[config.mk]
export PLATFORM = sky130hd
export DESIGN_NAME = rgb_status_pattern_generator
export DESIGN_NICKNAME = d
export VERILOG_FILES = /design/src/design/rspg_pkg.sv /design/src/design/rgb_status_pattern_generator.sv /design/src/design/rspg_timer.sv /design/src/design/rspg_render.sv
export SDC_FILE = /design/constraint.sdc
export NUM_CORES = 1
export LEC_CHECK = 0
export CAP_MARGIN = 20
export CELL_PAD_IN_SITES_DETAIL_PLACEMENT = 1
export CELL_PAD_IN_SITES_GLOBAL_PLACEMENT = 2
export CORE_MARGIN = 3
export CORE_UTILIZATION = 35
export DETAILED_ROUTE_END_ITERATION = 10
export DONT_BUFFER_PORTS = 1
export GPL_TIMING_DRIVEN = 1
export PLACE_DENSITY = 0.71
export SYNTH_ARGS = -nofsm -noshare
export SYNTH_HDL_FRONTEND = slang
export SYNTH_SLANG_ARGS = --single-unit
[constraint.sdc]
create_clock -name clock -period 11.8 [get_ports clock]
set_input_delay 2.36 -clock clock [delete_from_list [all_inputs] [get_ports clock]]
set_output_delay 2.36 -clock clock [all_outputs]
set_load 0.005 [all_outputs]
[src/design/rspg_pkg.sv]
// Package with the shared types and constants of the RGB status pattern generator.
`timescale 1ns / 1ps

package rspg_pkg;

   // Word kinds carried on the request side.
   typedef enum logic {
      OP_TICK   = 1'b0,
      OP_SELECT = 1'b1
   } op_type;

   // Pattern numbers.
   typedef logic [3:0] pattern_type;
   localparam pattern_type PAT_OFF             = 4'd0;
   localparam pattern_type PAT_SOLID_RED       = 4'd1;
   localparam pattern_type PAT_SOLID_GREEN     = 4'd2;
   localparam pattern_type PAT_SOLID_BLUE      = 4'd3;
   localparam pattern_type PAT_SOLID_AMBER     = 4'd4;
   localparam pattern_type PAT_FLASH_GREEN     = 4'd5;
   localparam pattern_type PAT_FLASH_RED_SLOW  = 4'd6;
   localparam pattern_type PAT_FLASH_RED_FAST  = 4'd7;
   localparam pattern_type PAT_FLASH_AMBER     = 4'd8;
   localparam pattern_type PAT_FLASH_AMBER_DBL = 4'd9;
   localparam pattern_type PAT_BREATHE_RED     = 4'd10;
   localparam pattern_type PAT_BREATHE_BLUE    = 4'd11;
   localparam pattern_type PAT_RAINBOW         = 4'd12;
   localparam pattern_type PAT_FLASH_WHITE     = 4'd13;
   localparam pattern_type PAT_SUCCESS         = 4'd14;
   localparam pattern_type PAT_UNUSED          = 4'd15;

   localparam int ELAPSED_W = 32;

   // Phase counter periods.
   localparam int BREATHE_PERIOD = 2000;
   localparam int BREATHE_HALF   = BREATHE_PERIOD / 2;
   localparam int SLOW_PERIOD    = 1000;
   localparam int AMBER_PERIOD   = 500;
   localparam int FAST_PERIOD    = 200;

   localparam int PH2000_W = $clog2(BREATHE_PERIOD);
   localparam int PH1000_W = $clog2(SLOW_PERIOD);
   localparam int PH500_W  = $clog2(AMBER_PERIOD);
   localparam int PH200_W  = $clog2(FAST_PERIOD);

   // Levels.
   localparam logic [7:0] LEVEL_FULL  = 8'd255;
   localparam logic [7:0] AMBER_GREEN = 8'd140;

   // Breathing level is q * 255 / 1000, done as a multiply by a scaled reciprocal.
   localparam int          RECIP_SHIFT = 28;
   localparam logic [26:0] BREATHE_RECIP = 27'd68451180;
   localparam int          PROD_W = PH2000_W + 27;

   // Pattern state passed from the timer to the renderer.
   typedef struct packed {
      pattern_type          pattern;
      logic [ELAPSED_W-1:0] elapsed;
      logic [PH2000_W-1:0]  ph2000;
      logic [PH1000_W-1:0]  ph1000;
      logic [PH500_W-1:0]   ph500;
      logic [PH200_W-1:0]   ph200;
      logic                 finished;
   } timer_state_type;

endpackage

[src/design/rgb_status_pattern_generator.sv]
// Top level of the RGB status pattern generator.
`timescale 1ns / 1ps

// RGB status LED pattern generator.
// Request channel: each word is either a one millisecond tick (req_tuser = 0)
// or a pattern select (req_tuser = 1, pattern number in req_tdata[3:0]).
// A tick advances the 32-bit elapsed time, which wraps; a select loads the
// pattern and restarts time at zero. Unknown pattern fifteen behaves as off.
// Response channel: exactly one word per request word, in order, carrying
// the red, green and blue duty levels and the done flag of one-shot patterns.
// From request acceptance to rsp_tvalid, the accepted word sits in the
// input register, the pattern state registers take it from there and
// the result register takes it from them.
// One word per cycle when not stalled; the three stages move together.
// When the receiver stalls with a word waiting, all stages hold and
// req_tready falls in the same cycle, even while bubbles sit in the pipeline.
// Reset (synchronous, active high) selects the off pattern with elapsed time
// zero and done set, and empties the pipeline.
module rgb_status_pattern_generator (
   input  logic        clock,
   input  logic        reset,
   input  logic        req_tvalid,
   output logic        req_tready,
   input  logic [7:0]  req_tdata,   // [3:0] pattern, [7:4] zero
   input  logic [0:0]  req_tuser,   // [0] operation
   output logic        rsp_tvalid,
   input  logic        rsp_tready,
   output logic [31:0] rsp_tdata    // [7:0] red, [15:8] green, [23:16] blue,
                                    // [24] done_res, [31:25] zero
);
   import rspg_pkg::*;

   logic            advance;
   logic            in_valid_ff;
   logic            in_op_ff;
   pattern_type     in_pattern_ff;
   logic            st_valid_ff;
   logic            done_now;
   timer_state_type state;
   logic [7:0]      red, green, blue;
   logic            done_res;

   // The whole pipeline moves unless a finished word is waiting.
   assign advance    = !rsp_tvalid || rsp_tready;
   assign req_tready = advance;

   // Input register and stage valid flags.
   always_ff @(posedge clock) begin
      if (reset) begin
         in_valid_ff <= 1'b0;
         st_valid_ff <= 1'b0;
      end else if (advance) begin
         in_valid_ff <= req_tvalid;
         st_valid_ff <= in_valid_ff;
      end
   end

   always_ff @(posedge clock) begin
      if (advance && req_tvalid) begin
         in_op_ff      <= req_tuser[0];
         in_pattern_ff <= req_tdata[3:0];
      end
   end

   rspg_timer u_timer (
      .clock     (clock),
      .reset     (reset),
      .update    (advance && in_valid_ff),
      .operation (in_op_ff),
      .pattern   (in_pattern_ff),
      .done_now  (done_now),
      .state     (state)
   );

   rspg_render u_render (
      .clock       (clock),
      .reset       (reset),
      .advance     (advance),
      .state_valid (st_valid_ff),
      .state       (state),
      .done_now    (done_now),
      .rsp_valid   (rsp_tvalid),
      .rsp_red     (red),
      .rsp_green   (green),
      .rsp_blue    (blue),
      .rsp_done    (done_res)
   );

   assign rsp_tdata = {7'd0, done_res, blue, green, red};

endmodule

[src/design/rspg_timer.sv]
// Pattern register, elapsed millisecond counter, phase counters and sticky done flag.
`timescale 1ns / 1ps

module rspg_timer (
   input  logic                     clock,
   input  logic                     reset,
   input  logic                     update,
   input  logic                     operation,
   input  rspg_pkg::pattern_type    pattern,
   input  logic                     done_now,
   output rspg_pkg::timer_state_type state
);
   import rspg_pkg::*;

   pattern_type          pattern_ff, pattern_in;
   logic [ELAPSED_W-1:0] elapsed_ff, elapsed_in;
   logic [PH2000_W-1:0]  ph2000_ff, ph2000_in;
   logic [PH1000_W-1:0]  ph1000_ff, ph1000_in;
   logic [PH500_W-1:0]   ph500_ff, ph500_in;
   logic [PH200_W-1:0]   ph200_ff, ph200_in;
   logic                 finished_ff, finished_in;
   logic                 wrap;

   // Next state: a select restarts time, a tick advances every counter.
   // The phase counters track elapsed modulo their period, so they restart
   // together with the elapsed counter when it wraps.
   always_comb begin
      wrap        = (elapsed_ff == {ELAPSED_W{1'b1}});
      pattern_in  = pattern_ff;
      elapsed_in  = elapsed_ff;
      ph2000_in   = ph2000_ff;
      ph1000_in   = ph1000_ff;
      ph500_in    = ph500_ff;
      ph200_in    = ph200_ff;
      finished_in = finished_ff;
      if (update) begin
         if (operation == OP_SELECT) begin
            pattern_in  = pattern;
            elapsed_in  = '0;
            ph2000_in   = '0;
            ph1000_in   = '0;
            ph500_in    = '0;
            ph200_in    = '0;
            finished_in = (pattern == PAT_OFF) || (pattern == PAT_UNUSED);
         end else begin
            elapsed_in  = elapsed_ff + 1'b1;
            finished_in = done_now;
            if (wrap) begin
               ph2000_in = '0;
               ph1000_in = '0;
               ph500_in  = '0;
               ph200_in  = '0;
            end else begin
               ph2000_in = (ph2000_ff == PH2000_W'(BREATHE_PERIOD - 1)) ? '0 : ph2000_ff + 1'b1;
               ph1000_in = (ph1000_ff == PH1000_W'(SLOW_PERIOD - 1)) ? '0 : ph1000_ff + 1'b1;
               ph500_in  = (ph500_ff == PH500_W'(AMBER_PERIOD - 1)) ? '0 : ph500_ff + 1'b1;
               ph200_in  = (ph200_ff == PH200_W'(FAST_PERIOD - 1)) ? '0 : ph200_ff + 1'b1;
            end
         end
      end
   end

   // State registers.
   always_ff @(posedge clock) begin
      if (reset) begin
         pattern_ff  <= PAT_OFF;
         elapsed_ff  <= '0;
         ph2000_ff   <= '0;
         ph1000_ff   <= '0;
         ph500_ff    <= '0;
         ph200_ff    <= '0;
         finished_ff <= 1'b1;
      end else begin
         pattern_ff  <= pattern_in;
         elapsed_ff  <= elapsed_in;
         ph2000_ff   <= ph2000_in;
         ph1000_ff   <= ph1000_in;
         ph500_ff    <= ph500_in;
         ph200_ff    <= ph200_in;
         finished_ff <= finished_in;
      end
   end

   assign state.pattern  = pattern_ff;
   assign state.elapsed  = elapsed_ff;
   assign state.ph2000   = ph2000_ff;
   assign state.ph1000   = ph1000_ff;
   assign state.ph500    = ph500_ff;
   assign state.ph200    = ph200_ff;
   assign state.finished = finished_ff;

endmodule

[src/design/rspg_render.sv]
// Colour lookup for the current pattern state and the result register.
`timescale 1ns / 1ps

module rspg_render (
   input  logic                      clock,
   input  logic                      reset,
   input  logic                      advance,
   input  logic                      state_valid,
   input  rspg_pkg::timer_state_type state,
   output logic                      done_now,
   output logic                      rsp_valid,
   output logic [7:0]                rsp_red,
   output logic [7:0]                rsp_green,
   output logic [7:0]                rsp_blue,
   output logic                      rsp_done
);
   import rspg_pkg::*;

   logic [7:0]          red, green, blue;
   logic                finish_set;
   logic                double_on;
   logic [PH2000_W-1:0] tri_q;
   logic [PROD_W-1:0]   tri_prod;
   logic [7:0]          tri_level;
   logic                valid_ff;
   logic [7:0]          red_ff, green_ff, blue_ff;
   logic                done_ff;

   // Triangle wave: rising for the first half period, falling after it.
   always_comb begin
      tri_q = (state.ph2000 < PH2000_W'(BREATHE_HALF))
            ? state.ph2000
            : PH2000_W'(BREATHE_PERIOD) - state.ph2000;
      tri_prod  = PROD_W'(tri_q) * PROD_W'(BREATHE_RECIP);
      tri_level = tri_prod[RECIP_SHIFT +: 8];
   end

   // Two 80 ms flashes separated by 80 ms.
   assign double_on = (state.elapsed < 32'd80) ||
                      ((state.elapsed >= 32'd160) && (state.elapsed < 32'd240));

   // Colour and done condition for each pattern.
   always_comb begin
      red        = '0;
      green      = '0;
      blue       = '0;
      finish_set = 1'b0;
      case (state.pattern)
         PAT_SOLID_RED:   red = LEVEL_FULL;
         PAT_SOLID_GREEN: green = LEVEL_FULL;
         PAT_SOLID_BLUE:  blue = LEVEL_FULL;
         PAT_SOLID_AMBER: begin
            red   = LEVEL_FULL;
            green = AMBER_GREEN;
         end
         PAT_FLASH_GREEN: begin
            if (double_on) begin
               green = LEVEL_FULL;
            end else if (state.elapsed >= 32'd320) begin
               finish_set = 1'b1;
            end
         end
         PAT_FLASH_RED_SLOW: begin
            if (state.ph1000 < PH1000_W'(SLOW_PERIOD / 2)) red = LEVEL_FULL;
         end
         PAT_FLASH_RED_FAST: begin
            if (state.ph200 < PH200_W'(FAST_PERIOD / 2)) red = LEVEL_FULL;
         end
         PAT_FLASH_AMBER: begin
            if (state.ph500 < PH500_W'(AMBER_PERIOD / 2)) begin
               red   = LEVEL_FULL;
               green = AMBER_GREEN;
            end
         end
         PAT_FLASH_AMBER_DBL: begin
            if (double_on) begin
               red   = LEVEL_FULL;
               green = AMBER_GREEN;
            end else if (state.elapsed >= 32'd640) begin
               finish_set = 1'b1;
            end
         end
         PAT_BREATHE_RED:  red = tri_level;
         PAT_BREATHE_BLUE: blue = tri_level;
         PAT_RAINBOW: begin
            if (state.elapsed < 32'd400) begin
               red = LEVEL_FULL;
            end else if (state.elapsed < 32'd800) begin
               green = LEVEL_FULL;
            end else if (state.elapsed < 32'd1200) begin
               blue = LEVEL_FULL;
            end else if (state.elapsed < 32'd1600) begin
               red   = LEVEL_FULL;
               green = LEVEL_FULL;
               blue  = LEVEL_FULL;
            end else begin
               finish_set = 1'b1;
            end
         end
         PAT_FLASH_WHITE: begin
            if (state.elapsed < 32'd150) begin
               red   = LEVEL_FULL;
               green = LEVEL_FULL;
               blue  = LEVEL_FULL;
            end else begin
               finish_set = 1'b1;
            end
         end
         PAT_SUCCESS: begin
            if (state.elapsed < 32'd1000) begin
               green = LEVEL_FULL;
            end else begin
               finish_set = 1'b1;
            end
         end
         default: finish_set = 1'b1;
      endcase
   end

   assign done_now = state.finished | finish_set;

   // Result register.
   always_ff @(posedge clock) begin
      if (reset) begin
         valid_ff <= 1'b0;
      end else if (advance) begin
         valid_ff <= state_valid;
      end
   end

   always_ff @(posedge clock) begin
      if (advance && state_valid) begin
         red_ff   <= red;
         green_ff <= green;
         blue_ff  <= blue;
         done_ff  <= done_now;
      end
   end

   assign rsp_valid = valid_ff;
   assign rsp_red   = red_ff;
   assign rsp_green = green_ff;
   assign rsp_blue  = blue_ff;
   assign rsp_done  = done_ff;

endmodule
==> impl_metrics.json <==
{
  "synth_area_leader_cell": "dfxtp_1",
  "ys.flop_type": "dfxtp_1",
  "first_pass_iters": 4,
  "fp.dieH_um": 164,
  "vias_per_cell": 5.02,
  "initial_core_util_pct": 35.9,
  "final-hold-violation-count": 0,
  "crit_buf_inv": 6,
  "ys_warn_count": 0,
  "grt_first_pass_wirelength_mm": 35.5,
  "antenna_found_initial": 0,
  "synthArstFlopShare_pct": 0,
  "cts_root_buf": "clkbuf_16",
  "num_rows": 57,
  "period_needed_ns": 8.19,
  "cpMostUsedCell": "inv_1",
  "cpPeakStageDelay_ns": 0.76,
  "insertion_delay_ns": 0.35,
  "crit_family": "adder cells",
  "grt_overflow": 0,
  "synth_edf_count": 24,
  "outcome": "completed",
  "cts_resized": 0,
  "drt-wirelength-per-cell_um": 16.2,
  "clk_pin_slew_ns": 0.07,
  "synth_xor_area_share_pct": 7.89,
  "clock_path_buffers": 2,
  "cp-end-kind": "flop",
  "io_buffer_count": 0,
  "cts_setup_buffers": 0,
  "first_iter_violations": 317,
  "cts_tree": "yes",
  "cts_buffers": 9,
  "cp.depth": 24,
  "grt_pass1_vias": 6770,
  "synthSimpleGateAreaFrac_pct": 17.4,
  "slew_headroom_pct": 37.1,
  "cts.sinks": 102,
  "fin_setup_tns_ns": 0,
  "clock_skew_ns": 0.00519,
  "drv_slew": 0,
  "post-route-period-util_pct": 69.4,
  "fin_nets": 1160,
  "synth_top_family_by_area": "adder cells",
  "postCtsHoldBufs": 0,
  "crit_fanout": 13,
  "area_growth_syn_to_layout_pct": 6.76,
  "timing.rr.end": "u_render.rsp_blue[7]$_DFFE_PP_",
  "synth_most_common_cell": "inv_1",
  "seq_area_frac_synth_pct": 26.0,
  "rsz0062_at_grt": "no",
  "syn_avg_cell_area_um2": 8.78,
  "hold_class": "reg -> reg",
  "synth_compound_area_share_pct": 10.3,
  "setup_viol": 0,
  "ff2ff_setup_slack_ns": 3.61,
  "drive_above_1_share_pct": 3.65,
  "crit_chain": "inv_1 -> ha_1 -> or3b_2 -> a21oi_1 -> o21ai_0 -> xnor2_1 -> nor2b_1 -> inv_1 -> fa_1 -> inv_1 -> fa_1 -> fa_1 -> inv_1 -> fa_1 -> inv_1 -> ha_1 -> a211oi_1 -> nand2_1 -> a2111oi_1 -> buf_4 -> o31ai_1 -> o31ai_1 -> xor2_1 -> o21ai_0",
  "cp.required_ns": 11.88,
  "yosys-top-cells-area": "dfxtp_1 (18%), ha_1 (15%), fa_1 (14%)",
  "hpwl_mm": 17.3,
  "drc_errors": 0,
  "p_leak_nw": 4.24,
  "io_pins": 47,
  "wirelength_mm": 21.2,
  "max_freq_ghz": 0.122,
  "synth.distinct_cells": 70,
  "r2r_start": "u_timer.ph2000_ff[0]$_SDFFE_PP0P_",
  "htreeDepth": 3,
  "fillers": 2901,
  "syn_area_um2": 8770,
  "startpoint_type": "flop",
  "finalWeightedCongestion": 0.793,
  "synth_top_area_share_pct": 17.8,
  "num_antenna_cells": 0,
  "critical_path_class": "reg -> reg",
  "dieArea_um2": 27000,
  "grt_max_degree": 34,
  "synthMuxAreaShare_pct": 0.128,
  "grt_use_total_pct": 16.6,
  "netlist_instances": 999,
  "crit_arrival_ns": 8.27,
  "ir_worst_vdd_mv": 0.0589,
  "yosys-top-cells-count": "inv_1 (156), ha_1 (104), nor2_1 (103)",
  "synth_fa_ha_area_share_pct": 29.1,
  "startpoint": "u_timer.ph2000_ff[0]$_SDFFE_PP0P_",
  "coreArea_um2": 24500,
  "endpoint": "u_render.rsp_blue[7]$_DFFE_PP_",
  "slowest_stage": "xnor2_1",
  "ys_ff_latch": 102,
  "die_w_um": 164,
  "max_cap_viol_count": 0,
  "r2r_cells": 24,
  "vias": 6573,
  "hold_ws_ns": 0.498,
  "worstMarginPinSlew_ns": 0.937,
  "hold_start": "u_timer.finished_ff$_SDFFE_PP1P_",
  "ant_nets": 0,
  "power_density_nw_per_um2": 77.7
}
==> per-layer routing <==
metal | global-route usage [%] | part of all wire, % | up-vias
li1 | - | - | 3291
met1 | 25.1 | 53 | 3201
met2 | 24.9 | 43 | 68
met3 | 2.65 | 2.8 | 13
met4 | 3.15 | 0.99 | 0
met5 | 0 | 0 | -
==> worst min-delay path by stage <==
stage / endpoint / cells past startpoint
floorplan: st_valid_ff$_SDFFE_PP0N_ / 2
global placement: u_timer.finished_ff$_SDFFE_PP1P_ / 2
detailed placement: u_timer.finished_ff$_SDFFE_PP1P_ / 2
CTS: u_timer.finished_ff$_SDFFE_PP1P_ / 2
global route: u_timer.finished_ff$_SDFFE_PP1P_ / 2
finish: u_timer.finished_ff$_SDFFE_PP1P_ / 2
==> tightest hold or removal path, cell delays in order (launching register included) <==
cell	delay, ns
dfxtp_1	0.32
nand2_1	0.05
o211ai_1	0.08
==> registers in the layout (all words and copies together), names as in the netlist <==
register / count
u_render.rsp_blue: 8
u_timer.ph200_ff: 8
u_render.rsp_valid: 1
u_timer.ph2000_ff: 11
in_op_ff: 1
st_valid_ff: 1
u_timer.elapsed_ff: 32
in_valid_ff: 1
u_render.rsp_green: 2
u_timer.finished_ff: 1
in_pattern_ff: 4
u_timer.ph500_ff: 9
u_timer.pattern_ff: 4
u_timer.ph1000_ff: 10
u_render.rsp_done: 1
u_render.rsp_red: 8
==> report_power, final <==
group | switching (mW) | internal (mW)
Clock | 0.142 | 0.167
Combinational | 0.0300 | 0.0159
Sequential | 0.00861 | 0.364
Total | 0.180 | 0.548
==> cells in the final DEF (no fill, tap or decap), drive strengths merged, types with 39 or more instances in the layout <==
master / netlist / layout
inv: 156 / 158
ha: 104 / 104
nor2: 103 / 103
dfxtp: 78 / 78
nand2: 64 / 64
fa: 62 / 62
xor2: 50 / 50
o21ai: 42 / 42
a21oi: 41 / 41
nand3: 39 / 39
==> final cells by class <==
cell class	count	area, um^2	share of cell area (%)
flip-flops and latches	102	2280	24.4
well taps	324	405	4.33
repair buffers	7	70.1	0.748
clock buffers	9	225	2.41
multi-input cells	705	5710	61.0
inverters	156	586	6.25
clock inverters	7	81.3	0.869
==> cells by family after synthesis <==
kind of cell,count (synthesis)
simple gates,313
buf+inv,198
fa+ha+maj,167
compound gates,138
flops,102
xor+xnor,79
other cells,1
mux,1
==> per-stage QoR <==
step / util [%] / power [mW] / instances / worst slack [ns] / instance area (um^2)
finish: 38.3 / 0.728 / 1310 / 3.61 / 9360
global route: 38.3 / 0.765 / 1310 / 2.91 / 9360
floorplan: - / 0.415 / 1005 / 4.82 / 8790
detailed placement: 36.9 / 0.426 / 1292 / 3.47 / 9020
global placement: 36.9 / 0.425 / 1292 / 3.61 / 9020
CTS: 38.1 / 0.740 / 1308 / 3.47 / 9330
No activity file was read; power rests on OpenSTA's default activity.
